===== src/rtl/core/sgmv_pkg.sv =====
// ----------------------------------------------------------------------------
// sgmv_pkg
// Shared types, sizes and codes of the sparse GF(2) matrix-vector multiplier.
// ----------------------------------------------------------------------------
package sgmv_pkg;

  localparam int VEC_DEPTH = 4096;
  localparam int WORD_BITS = 64;
  localparam int ADDR_W    = $clog2(VEC_DEPTH);
  localparam int CFG_W     = 13;

  typedef enum logic [1:0] {
    MODE_LOAD   = 2'd0,
    MODE_START  = 2'd1,
    MODE_MATRIX = 2'd2,
    MODE_READ   = 2'd3
  } mode_t;

  typedef enum logic [1:0] {
    REG_TRANSPOSED  = 2'd0,
    REG_STORED_ROWS = 2'd1,
    REG_DEST_LEN    = 2'd2,
    REG_SOURCE_LEN  = 2'd3
  } reg_index_t;

  typedef enum logic [1:0] {
    ST_CLEAR,
    ST_IDLE,
    ST_EXEC,
    ST_MEMWAIT
  } state_t;

  typedef struct packed {
    mode_t       mode;
    logic [11:0] index;
    logic [63:0] value;
  } in_item_t;

  typedef struct packed {
    logic [63:0] read_data;
    logic        done_res;
    logic        index_error;
  } out_item_t;

  // controller -> datapath
  typedef struct packed {
    logic capture;   // latch the accepted transaction
    logic exec;      // decode and walk update
    logic mem;       // registered memory data is valid, finish the RMW
    logic clear_en;  // destination clearing sweep
    logic finish;    // load the result register
  } cmd_t;

  // datapath -> controller
  typedef struct packed {
    logic is_start;
    logic go_mem;
    logic clear_last;
  } status_t;

endpackage


===== src/rtl/core/sgmv_ctrl.sv =====
// ----------------------------------------------------------------------------
// sgmv_ctrl
// Sequencer: clearing sweep, transaction accept, execute and memory phases.
// ----------------------------------------------------------------------------
module sgmv_ctrl import sgmv_pkg::*; (
  input  logic    clk,
  input  logic    rst,
  input  logic    start,
  input  status_t status,
  output cmd_t    cmd,
  output logic    busy
);

  state_t state, state_next;
  logic   clear_reply, clear_reply_next;

  always_ff @(posedge clk) begin
    if (rst) begin
      state       <= ST_CLEAR;
      clear_reply <= 1'b0;
    end else begin
      state       <= state_next;
      clear_reply <= clear_reply_next;
    end
  end

  always_comb begin
    state_next       = state;
    clear_reply_next = clear_reply;
    cmd              = '0;
    busy             = 1'b1;
    unique case (state)
      ST_CLEAR: begin
        cmd.clear_en = 1'b1;
        if (status.clear_last) begin
          state_next       = ST_IDLE;
          cmd.finish       = clear_reply;
          clear_reply_next = 1'b0;
        end
      end
      ST_IDLE: begin
        busy = 1'b0;
        if (start) begin
          cmd.capture = 1'b1;
          state_next  = ST_EXEC;
        end
      end
      ST_EXEC: begin
        cmd.exec = 1'b1;
        if (status.is_start) begin
          state_next       = ST_CLEAR;
          clear_reply_next = 1'b1;
        end else if (status.go_mem) begin
          state_next = ST_MEMWAIT;
        end else begin
          cmd.finish = 1'b1;
          state_next = ST_IDLE;
        end
      end
      ST_MEMWAIT: begin
        cmd.mem    = 1'b1;
        cmd.finish = 1'b1;
        state_next = ST_IDLE;
      end
      default: state_next = ST_CLEAR;
    endcase
  end

endmodule


===== config.mk =====
export PLATFORM = sky130hd
export DESIGN_NAME = sgmv_ctrl
export DESIGN_NICKNAME = d
export VERILOG_FILES = /design/src/rtl/core/sgmv_pkg.sv /design/src/rtl/core/sgmv_ctrl.sv
export SDC_FILE = /design/constraint.sdc
export NUM_CORES = 1
export LEC_CHECK = 0
export BUFFER_PORTS_ARGS = -buffer_cell sky130_fd_sc_hd__buf_2
export CAP_MARGIN = 30
export CORE_AREA = 2 2 39 41
export DETAILED_ROUTE_END_ITERATION = 8
export DIE_AREA = 0 0 41 43
export MAX_ROUTING_LAYER = met4
export PLACE_DENSITY_LB_ADDON = 0.2
export SYNTH_ARGS = -nofsm -noshare
export SYNTH_HDL_FRONTEND = slang
export SYNTH_SLANG_ARGS = --single-unit

===== constraint.sdc =====
create_clock -name clk -period 2.3 [get_ports clk]
set_clock_uncertainty 0.2 [all_clocks]
set_input_delay 0.115 -clock clk [delete_from_list [all_inputs] [get_ports clk]]
set_output_delay 0.115 -clock clk [all_outputs]
set_load 0.02 [all_outputs]

Word-level counts from Yosys, hierarchy flattened
Index checks and enable logic that the tools add are counted.

Bits in registers: 3. Input bits: 6. Output and inout port bits: 6. Logic and storage cells: 30.

Eq/ne operators: 6. Multiplexer cells: 18. Reductions and logical operators: 4.

Operators by type and width (number): 1-bit two-way mux (11); 2-bit two-way mux (4); 2-bit case mux with 4 select lines (1); 2-bit inequality test, second input constant (3); 2-bit equality test, second input constant (2); 1-bit case mux with 3 select lines (1); 3-bit AND reduction (1); 2-bit by 1-bit equality test with 1-bit output, second input constant (1); 2-bit zero test (1); 1-bit case mux with 2 select lines (1); 2-bit AND reduction (1); 2-bit nonzero test (1).

Longest topological paths before layout
Gate-level depths: netlist of run 1.

Depth after elaboration: 3. Mapped depth: 5. Depth with buffers taken out: 5.

Worst setup path after synthesis of run 1
OpenSTA, ideal clock, no wires.

Path type: reg-to-output. Start: register state[0]. End: output port cmd[0] (netlist bit). Arrival time: 1320 ps. Required time: 1985 ps. Path slack: 665 ps. Stages on the path, launching flop included: 5. Path buffers: 0. Cell sequence: dfxtp_1 inv_1 ha_1 or3b_1 a21oi_1.

RTL lines: start: declaration (line sgmv_ctrl.sv:14) `state_t state, state_next;`; start signal: assignment (line sgmv_ctrl.sv:22) `state <= state_next;`; end: declaration (line sgmv_ctrl.sv:10) `output cmd_t cmd,`.

==> reports/metrics.csv, run 1 <==
stage,metric,value,unit
clock_network,Post-CTS Setup Bufs,0,
setup_path,critical-path maximum fanout,5,
final_layout,fillcell total,156,
global_route,busiest grt layer,met2,
yosys,number of flops mapped to enable cells by yosys,0,
floorplanning,DIE AREA,1760,um^2
global_route,first-pass GRT wire length,952,um
status,status,finished clean,
power_and_ir_drop,worst vdd ir,0.000169,V
final_layout,sequential standard cell area,60.1,um^2
setup_path,CP arrival,1.57,ns
timing,RSZ-0062 raised after global routing,no,
yosys,Async SR Flop Fraction,0,
global_route,gr usage total,0.0905,
hold_path,Hold Path Origin,status[2],
place,Post-Place Setup Slack,0.652,ns
setup_path,Startpoint Class,register,
floorplanning,Top Ports,12,
setup_path,FF-to-FF setup slack,0.74,ns
final_layout,layout cells sized above 1,0.319,
clock_network,clk_lat worst skew,0.23,ns
clock_network,clock tree buffer depth,2,
final_layout,Multi-input gate area,186,um^2
run,Max Cap Viol,0,
clock_network,Sink Count,3,
detailed_routing,Pre-Repair DR Iteration Count,4,
place,DP Area,333,um^2
yosys,post-synthesis instance total,32,
setup_path,RR Endpoint,state[1]$_SDFFE_PP0P_,
power_and_ir_drop,PD cells,644,nW/um^2
timing,"Slew Viols, Final",0,
timing,final worst-path cycle share,0.819,
detailed_routing,via count,258,
timing,Tmin final,1.88,ns
clock_network,CTS buffer count,3,
yosys,Netlist cell types,16,
final_layout,post-route cell area,369,um^2
yosys,synthesized area,265,um^2
yosys,ys flop type,dfxtp_1,
setup_path,crit end category,output port,
setup_path,CP top delay family,simple AND/OR/NAND/NOR gates,
timing,final worst setup slack,0.416,ns
detailed_routing,DR WL/cell,9.49,um
floorplanning,core area,1380,um^2
timing,Final Hold Vio Count,0,
place,DP Wirelength,484,um
floorplanning,Die Y,43,um
setup_path,WP buf/inv,2,
global_route,GR Layer Usage met2,0.122,
yosys,sequential-to-total area share from yosys stat,0.226,
final_layout,utilization after layout,0.267,
timing,Setup TNS Final,0,ns
setup_path,Worst Reg-to-Reg Cells,5,
timing,slew margin rel.,0.877,
detailed_routing,vias per cell,4.10,
setup_path,CP peak stage delay,0.36,ns
final_layout,Post-layout nets,59,
yosys,syn nets,43,
place,Final GP Congestion,0.665,
timing,Least-Margin Pin Slew,0.184,ns
floorplanning,Die X-Extent,41,um
final_layout,diodes inserted,0,
setup_path,WS Path Type,reg2out,
hold_path,HP Class,in2reg,
yosys,"top cells by area, synth","ha_1 24%, dfxtp_1 23%, a21oi_1 9.4%, nor3_1 5.7%, nand2b_1 4.7%",
setup_path,reg2reg start,state[0]$_SDFFE_PP0P_,
place,port bufs,11,
yosys,top-area cell type share of the netlist area,0.236,
setup_path,Worst path slowest cell,or3b_1,
final_layout,fin cells,63,
clock_network,clock root cell,clkbuf_4,
timing,final setup vio count,0,
detailed_routing,DRT iter0 DRCs,5,
detailed_routing,WL final,598,um
timing,FMAX,531,MHz
clock_network,CTS tree,yes,
power_and_ir_drop,LEAKAGE,0.171,nW
global_route,largest net degree at the start of global routing,7,
floorplanning,Initial Utilization,0.192,
floorplanning,row count,14,
setup_path,CP required,1.99,ns
yosys,Ys Warns,0,
clock_network,CTS H-tree lvls,1,
global_route,GR Layer Usage met1,0.0900,
global_route,total gr overflow,0,
final_layout,area growth from synthesis to layout,39.2,%
global_route,vias in the first global route,233,
yosys,"area leader, netlist",ha_1,
hold_path,Worst Hold End,clear_reply$_SDFFE_PP0P_,
detailed_routing,remaining antenna violation count after routing,0,
global_route,GR Layer Usage met3,0.0471,
yosys,Yosys reg bits,3,
global_route,initial antenna violation count,0,
yosys,Mean Syn Cell Area,8.29,um^2
detailed_routing,# DRC,0,
clock_network,clock slew at reported path FFs,0.04,ns
hold_path,Hold Crit Depth,3,
setup_path,crit-path cells,inv_1 -> ha_1 -> or3b_1 -> a21oi_1 -> buf_2,
yosys,Synth top cells by count,"5 x a21oi_1, 5 x ha_1, 3 x dfxtp_1, 3 x inv_1, 3 x nor3_1",
place,placed cells,58,
-- worst max-delay path by stage --
stage,start,slack (ns),cells past startpoint,end
finish,state[0]$_SDFFE_PP0P_,0.42,5,cmd[0]
global route,state[0]$_SDFFE_PP0P_,0.30,5,cmd[0]
CTS,state[0]$_SDFFE_PP0P_,0.39,5,cmd[0]
detailed placement,state[0]$_SDFFE_PP0P_,0.65,5,cmd[0]
global placement,state[0]$_SDFFE_PP0P_,0.68,5,cmd[0]
floorplan,state[0]$_SDFFE_PP0P_,0.66,4,cmd[0]
-- final cells by class --
| cell class | instances | area share |
|---|---|---|
| Clock buffer | 4 | 0.0712 |
| Inverter | 3 | 0.0305 |
| Tap cell | 16 | 0.0542 |
| Multi-Input combinational cell | 25 | 0.505 |
| Sequential cell | 3 | 0.163 |
| Timing Repair Buffer | 12 | 0.176 |
-- worst min-delay path, delay by kind of cell --
kind / cells / cell delay [ns]
buf+inv: 1 / 0.12
simple gates: 1 / 0.11
compound gates: 1 / 0.06
-- cells by family after synthesis --
| kind of cell | Yosys count | synth area share |
|---|---|---|
| AND/OR/NAND/NOR | 11 | 0.259 |
| AO/OA/AOI/OAI | 8 | 0.170 |
| adder cells (fa/ha/maj) | 5 | 0.236 |
| buffers and inverters | 4 | 0.0708 |
| flip-flops | 3 | 0.226 |
| multiplexers | 1 | 0.0377 |
-- through the flow --
step | hold slack, ns | total power, mW
finish | 0.0198 | 0.238
CTS | 0.0173 | 0.245
floorplan | -0.0159 | 0.123
global placement | 0.123 | 0.149
detailed placement | 0.135 | 0.147
global route | 0.0700 | 0.258
-- layer usage --
metal / routed length [um] / share of wire
met1: 260 / 0.43
met2: 301 / 0.50
met3: 37 / 0.062
met4: 0 / 0
met5: 0 / 0
-- report_power, final --
group | total [mW] | internal, mW | switching (mW) | leakage (nW)
combinational | 0.0833 | 0.0338 | 0.0494 | 0.132
sequential | 0.0633 | 0.0572 | 0.00607 | 0.0245
clock | 0.0912 | 0.0649 | 0.0262 | 0.0150
-- repair_timing --
action / in CTS / in global routing
resized for setup: 0 / 0
hold endpoints to repair: 3 / 0
hold buffers: 1 / 0
endpoints found under the setup margin: 0 / 0
-- layout by cell type, fill, tap and decap left out --
master and count:
buf_2 11, a21oi_1 5, ha_1 5, inv_1 3
nor3_1 3, dfxtp_1 3, clkbuf_4 3, nand2b_1 2
nor2b_1 2, or3b_1 1, a31oi_1 1, and2_1 1
and3b_2 1, o2111ai_1 1, o21ai_0 1, mux2i_1 1
nand2_1 1, clkbuf_1 1, dlygate4sd3_1 1
-- sequential cells by signal (all words and copies together), names as in the netlist --
signal / cells
clear_reply: 1
state: 2
Power figures use the tool's default switching activity.
==> inputs of run 2 (changes only) <==
Settings changed: ABC_AREA set to 1.
Clock period 2.3 ns to 1.6 ns, I/O delays scaled along.
==> reports/metrics.csv, run 2 <==
stage,metric,value,unit,change
power_and_ir_drop,switching share of total power,0.484,,+0.140
clock_network,clock root cell,clkbuf_4,,
floorplanning,Initial Utilization,0.206,,+0.0145
clock_network,clk_lat worst skew,0.23,ns,about the same
setup_path,CP peak stage delay,0.33,ns,-0.03 ns
global_route,gr usage total,0.0904,,-0.0000930
yosys,Async SR Flop Fraction,0,,unchanged
final_layout,layout cells sized above 1,0.448,,+0.129
global_route,largest net degree at the start of global routing,6,,-1
yosys,"area leader, netlist",ha_1,,
detailed_routing,Pre-Repair DR Iteration Count,4,,unchanged
power_and_ir_drop,PD cells,1650,nW/um^2,+160%
yosys,Simple-Gate Fraction of Synth Area,0.250,,-0.00943
timing,slew margin rel.,0.866,,-0.0112
clock_network,CTS tree,yes,,
detailed_routing,met1 WL,341,um,+31%
floorplanning,core area,1380,um^2,unchanged
clock_network,CTS buffer count,3,,unchanged
hold_path,Worst Hold End,clear_reply$_SDFFE_PP0P_,,
run,Max Cap Viol,0,,unchanged
clock_network,clock tree buffer depth,2,,unchanged
setup_path,WS Path Type,reg2out,,
yosys,Netlist cell types,12,,-4
final_layout,Post-layout nets,70,,+19%
timing,"Slew Viols, Final",0,,unchanged
global_route,total gr overflow,0,,unchanged
power_and_ir_drop,Comb pwr share,0.617,,+0.267
global_route,first-pass GRT wire length,1010,um,+6.5%
power_and_ir_drop,Flop pwr share,0.191,,-0.075
timing,Tmin final,1.51,ns,
place,Post-Place Setup Slack,0.114,ns,-0.538 ns
final_layout,largest registers,"state x2, clear_reply x1",,
global_route,vias in the first global route,255,,+9.4%
final_layout,Top reg by flops,state,,
floorplanning,Die Y,43,um,unchanged
timing,RSZ-0062 raised after global routing,no,,
power_and_ir_drop,worst vdd ir,0.000446,V,+160%
yosys,Synth top cells by count,"10 x inv_1, 9 x nand2_1, 5 x ha_1",,
power_and_ir_drop,LEAKAGE,0.223,nW,+30%
clock_network,CTS H-tree lvls,1,,unchanged
yosys,synthesized area,285,um^2,+7.5%
timing,Least-Margin Pin Slew,0.201,ns,+0.0168 ns
floorplanning,row count,14,,unchanged
yosys,main combinational cell family by area after synthesis,simple AND/OR/NAND/NOR gates,,
yosys,most common cell in the netlist,inv_1,,
setup_path,CP arrival,1.23,ns,-0.34 ns
detailed_routing,via count,284,,+10%
setup_path,CP required,1.32,ns,-0.67 ns
detailed_routing,Top Metal Used,met3,,
place,Final GP Congestion,0.736,,+11%
hold_path,Hold Crit Depth,4,,+1
floorplanning,DIE AREA,1760,um^2,unchanged
detailed_routing,metal3 WL,34,um,-8.1%
detailed_routing,# DRC,0,,unchanged
final_layout,area growth from synthesis to layout,50.4,%,
detailed_routing,DR WL/cell,8.86,um,-6.6%
setup_path,Startpoint Class,register,,
setup_path,CP top delay family,flip-flops,,
setup_path,crit end category,output port,,
timing,final setup vio count,0,,unchanged
hold_path,Hold Path Origin,status[0],,
power_and_ir_drop,internal power,0.366,mW,+130%
yosys,sequential-to-total area share from yosys stat,0.211,,-0.0159
yosys,Adder-Cell Fraction of Synth Area,0.219,,-0.0166
place,DP Wirelength,531,um,+9.8%
detailed_routing,WL final,656,um,+9.7%
clock_network,Sink Count,3,,unchanged
setup_path,RR Endpoint,state[0]$_SDFFE_PP0P_,,
setup_path,crit-path cells,inv_2 -> ha_4 -> nand3_1 -> a21oi_1 -> buf_4,,
setup_path,Worst path slowest cell,dfxtp_2,,
detailed_routing,DRT iter0 DRCs,1,,-4
yosys,post-synthesis instance total,42,,+31%
yosys,Yosys reg bits,3,,unchanged
final_layout,diodes inserted,0,,unchanged
yosys,ys flop type,dfxtp_1,,
setup_path,reg2reg start,state[1]$_SDFFE_PP0P_,,
yosys,Post-Synth XOR/XNOR Area,0,,unchanged
timing,Final Hold Vio Count,0,,unchanged
yosys,number of flops mapped to enable cells by yosys,0,,unchanged
timing,final worst-path cycle share,0.945,,
final_layout,"commonest cells after routing, fill and taps aside","10 x buf_2, 9 x nand2_1, 8 x inv_1",,
setup_path,FF-to-FF setup slack,0.27,ns,-0.47 ns
detailed_routing,vias per cell,3.84,,-6.3%
timing,final worst setup slack,0.0888,ns,-0.327 ns
timing,FMAX,662,MHz,
floorplanning,Top Ports,12,,unchanged
timing,Setup TNS Final,0,ns,unchanged
setup_path,WP buf/inv,2,,unchanged
detailed_routing,Met2 Wirelength,280,um,-7.0%
final_layout,"commonest non-fill, non-tap cell in the layout",buf_2,,
yosys,"top cells by area, synth","ha_1 22%, dfxtp_1 21%, inv_1 13%, nand2_1 12%, a21oi_2 9.2%",,
clock_network,clock slew at reported path FFs,0.04,ns,about the same
place,port bufs,11,,unchanged
yosys,top-area cell type share of the netlist area,0.219,,-0.0166
power_and_ir_drop,clock power share,0.192,,-0.192
hold_path,HP Class,in2reg,,
yosys,post-synthesis mux area share,0,,-0.0377
detailed_routing,remaining antenna violation count after routing,0,,unchanged
final_layout,max reg flops,2,,unchanged
yosys,syn nets,53,,+23%
setup_path,Worst Reg-to-Reg Cells,5,,unchanged
clock_network,Post-CTS Setup Bufs,0,,unchanged
yosys,post-synthesis compound-gate area fraction,0.162,,-0.00753
setup_path,critical-path maximum fanout,4,,-1
yosys,Mean Syn Cell Area,6.79,um^2,-18%
global_route,initial antenna violation count,0,,unchanged
yosys,Ys Warns,0,,unchanged
floorplanning,Die X-Extent,41,um,unchanged
power_and_ir_drop,net load switching power,0.343,mW,+320%
status,status,finished clean,,
-- run 2: worst max path at each step --
stage | from | endpoint | cells past startpoint
global route | state[0]$_SDFFE_PP0P_ | cmd[0] | 5
floorplan | state[0]$_SDFFE_PP0P_ | cmd[0] | 4
detailed placement | state[0]$_SDFFE_PP0P_ | state[0]$_SDFFE_PP0P_ | 6
CTS | state[1]$_SDFFE_PP0P_ | cmd[0] | 5
finish | state[0]$_SDFFE_PP0P_ | cmd[0] | 5
global placement | state[0]$_SDFFE_PP0P_ | state[0]$_SDFFE_PP0P_ | 6
-- run 2: kinds of logic (layout without fill, tap and decap cells) --
logic type | after synthesis | after routing
simple gates | 16 | 16
buf+inv | 11 | 27
compound gates | 7 | 7
fa+ha+maj | 5 | 5
flops | 3 | 3
-- run 2: repair_timing --
action | CTS | global route
setup endpoints to repair | 1 | 2
hold buffers | 2 | 0
resized for setup | 6 | 3
endpoints found under the hold margin | 3 | 0
-- run 2: metal layers --
metal | GRT usage | vias up
met5 | - | -
met4 | 0.0600 | 0
met3 | 0.0366 | 0
met2 | 0.109 | 6
met1 | 0.119 | 120
li1 | - | 158
-- run 2: through the flow --
step	cells	hold WS, ns	utilization	instance area, um^2	total power [mW]
global route	74	0.0476	0.310	429	0.782
global placement	68	0.0662	0.255	353	0.527
finish	74	0.0262	0.310	429	0.708
CTS	74	0.0248	0.307	425	0.711
detailed placement	68	0.0710	0.255	353	0.509
floorplan	42	-0.0576	-	285	0.420
-- run 2: tightest hold or removal path, stage by stage --
cell	delay (ns)
buf_2	0.11
nand2_1	0.06
o21ai_1	0.07
a21oi_2	0.10
-- run 2: layout make-up --
cell class	instances	area, um^2
sequential	3	62.6
tap	16	20.0
timing repair buffer	13	77.6
fill	150	955
clock buffer	4	26.3
multi-input combinational	28	205
inverter	10	37.5
-- run 2: power by group through the flow --
stage                     Clock [mW]  Combinational, mW  Sequential, mW
after floorplan                    0              0.302           0.118
after CTS                      0.142              0.437           0.131
after global placement             0              0.403           0.124
after detailed placement           0              0.386           0.123
final                          0.136              0.437           0.135
after global routing           0.151              0.491           0.140
==> inputs of run 3 (changes only) <==
Settings changed: CAP_MARGIN 30 to 40.
Clock period 1.6 ns to 1.4 ns, I/O delays scaled along.
==> reports/metrics.csv, run 3 (synthesis results as in run 2) <==
stage,metric,value,unit,change
place,placed cells,69,,+1.5%
floorplanning,DIE AREA,1760,um^2,unchanged
power_and_ir_drop,worst vdd ir,0.000917,V,+110%
detailed_routing,WL final,776,um,+18%
power_and_ir_drop,LEAKAGE,0.247,nW,+11%
timing,FMAX,704,MHz,
final_layout,Post-layout nets,74,,+5.7%
global_route,vias in the first global route,287,,+13%
timing,Tmin final,1.42,ns,
clock_network,CTS tree,yes,,
final_layout,Top reg by flops,state,,
timing,final worst setup slack,-0.0195,ns,-0.108 ns
timing,final worst-path cycle share,1.01,,
status,failing checks,negative setup slack,,
detailed_routing,# DRC,0,,unchanged
clock_network,CTS H-tree lvls,1,,unchanged
final_layout,max reg flops,2,,unchanged
final_layout,area growth from synthesis to layout,81.1,%,
timing,RSZ-0062 raised after global routing,yes,,
global_route,largest net degree at the start of global routing,6,,unchanged
setup_path,crit end category,output port,,
final_layout,layout cells sized above 1,0.597,,+0.148
hold_path,HP Class,in2reg,,
setup_path,WS Path Type,reg2out,,
detailed_routing,via count,315,,+11%
global_route,first-pass GRT wire length,1090,um,+7.5%
detailed_routing,remaining antenna violation count after routing,0,,unchanged
final_layout,sequential standard cell area,65.1,um^2,+4.0%
power_and_ir_drop,Final Total Pwr,1.01,mW,+43%
final_layout,fillcell total,139,,-7.3%
final_layout,"commonest non-fill, non-tap cell in the layout",nand2_1,,
final_layout,"commonest cells after routing, fill and taps aside","9 x nand2_1, 7 x inv_1, 7 x buf_2",,
detailed_routing,vias per cell,4.04,,+5.2%
timing,slew margin rel.,0.903,,+0.0370
global_route,initial antenna violation count,0,,unchanged
final_layout,diodes inserted,0,,unchanged
timing,Final Hold Vio Count,0,,unchanged
status,status,"finished, violations left",,
run,Max Cap Viol,0,,unchanged
floorplanning,Die Y,43,um,unchanged
setup_path,critical-path maximum fanout,3,,-1
setup_path,CP required,1.13,ns,-0.19 ns
setup_path,Startpoint Class,register,,
clock_network,clock tree buffer depth,2,,unchanged
clock_network,clock root cell,clkbuf_4,,
detailed_routing,DR WL/cell,9.95,um,+12%
timing,final setup vio count,1,,+1
detailed_routing,DRT iter0 DRCs,3,,+2
final_layout,fin cells,78,,+5.4%
floorplanning,row count,14,,unchanged
place,DP Wirelength,516,um,-2.9%
floorplanning,Initial Utilization,0.206,,unchanged
clock_network,clk_lat worst skew,0.23,ns,about the same
setup_path,CP arrival,1.15,ns,-0.08 ns
floorplanning,Die X-Extent,41,um,unchanged
global_route,gr usage total,0.106,,+0.0154
detailed_routing,Pre-Repair DR Iteration Count,4,,unchanged
floorplanning,core area,1380,um^2,unchanged
final_layout,Multi-input gate area,236,um^2,+15%
timing,Least-Margin Pin Slew,0.144,ns,-0.0565 ns
final_layout,largest registers,"state x2, clear_reply x1",,
floorplanning,Top Ports,12,,unchanged
power_and_ir_drop,PD cells,1960,nW/um^2,+19%
clock_network,clock slew at reported path FFs,0.03,ns,about the same
place,Final GP Congestion,0.686,,-6.8%
place,port bufs,11,,unchanged
clock_network,CTS buffer count,3,,unchanged
clock_network,Sink Count,3,,unchanged
global_route,total gr overflow,0,,unchanged
timing,"Slew Viols, Final",0,,unchanged
## run 3: cell types whose count changed in the layout (fill, tap and decap cells not counted), moves of 2 or more
| cell | change |
|---|---|
| buf_4 | +4 |
| a21oi_1 | -3 |
| a21oi_2 | +3 |
| buf_2 | -3 |
| buf_6 | +3 |
| ha_1 | -2 |
| inv_4 | +2 |
## run 3: final cells by class
class	instances	share of cell area
clock buffers	4	0.0508
inverters	10	0.0823
multi-input cells	28	0.458
flip-flops and latches	3	0.126
well taps	16	0.0387
repair buffers	17	0.245
## run 3: timing repair
action / 4_1_cts / 5_1_grt
setup endpoints to repair: 3 / 6
pin swaps: 1 / 1
endpoints found under the hold margin: 3 / 0
hold buffers: 2 / 0
gates cloned: 0 / 0
gates resized for setup: 18 / 6
setup buffers: 2 / 1
## run 3: critical path: stages (launching register included)
cell	delay, ns
dfxtp_2	0.33
buf_6	0.12
ha_4	0.15
a21oi_2	0.12
a21oi_2	0.07
buf_6	0.13
## run 3: final timing paths
kind                       startpoint                  endpoint  slack [ns]  cells past startpoint
max             state[0]$_SDFFE_PP0P_                    cmd[0]       -0.02                      5
min                         status[1]     state[1]$_SDFFE_PP0P_        0.03                      5
max reg2reg     state[1]$_SDFFE_PP0P_     state[0]$_SDFFE_PP0P_        0.06                      7
min reg2reg  clear_reply$_SDFFE_PP0P_  clear_reply$_SDFFE_PP0P_        0.31                      2
## run 3: metal layers
metal | track usage | up-vias | routed length, um
met4 | 0.0800 | 0 | 17
met3 | 0.0785 | 2 | 72
li1 | - | 167 | -
met5 | - | - | 0
met1 | 0.109 | 133 | 344
met2 | 0.131 | 13 | 342
## run 3: report_power, final
part	switching [mW]	internal (mW)	leakage, nW
clock network	0.0432	0.107	0.0150
registers	0.0417	0.124	0.0256
logic	0.372	0.325	0.206
total	0.457	0.555	0.247
## run 3: per-stage QoR
stage | worst slack (ns) | setup TNS (ns) | util | hold slack, ns | instance area, um^2
floorplan | 0.0777 | 0 | - | -0.0676 | 292
global placement | 0.0123 | 0 | 0.265 | 0.0465 | 367
detailed placement | 0.0212 | 0 | 0.265 | 0.0505 | 367
CTS | -0.0412 | -0.0789 | 0.354 | 0.0179 | 490
global route | -0.0674 | -0.139 | 0.373 | 0.0474 | 517
finish | -0.0195 | -0.0195 | 0.373 | 0.0280 | 517
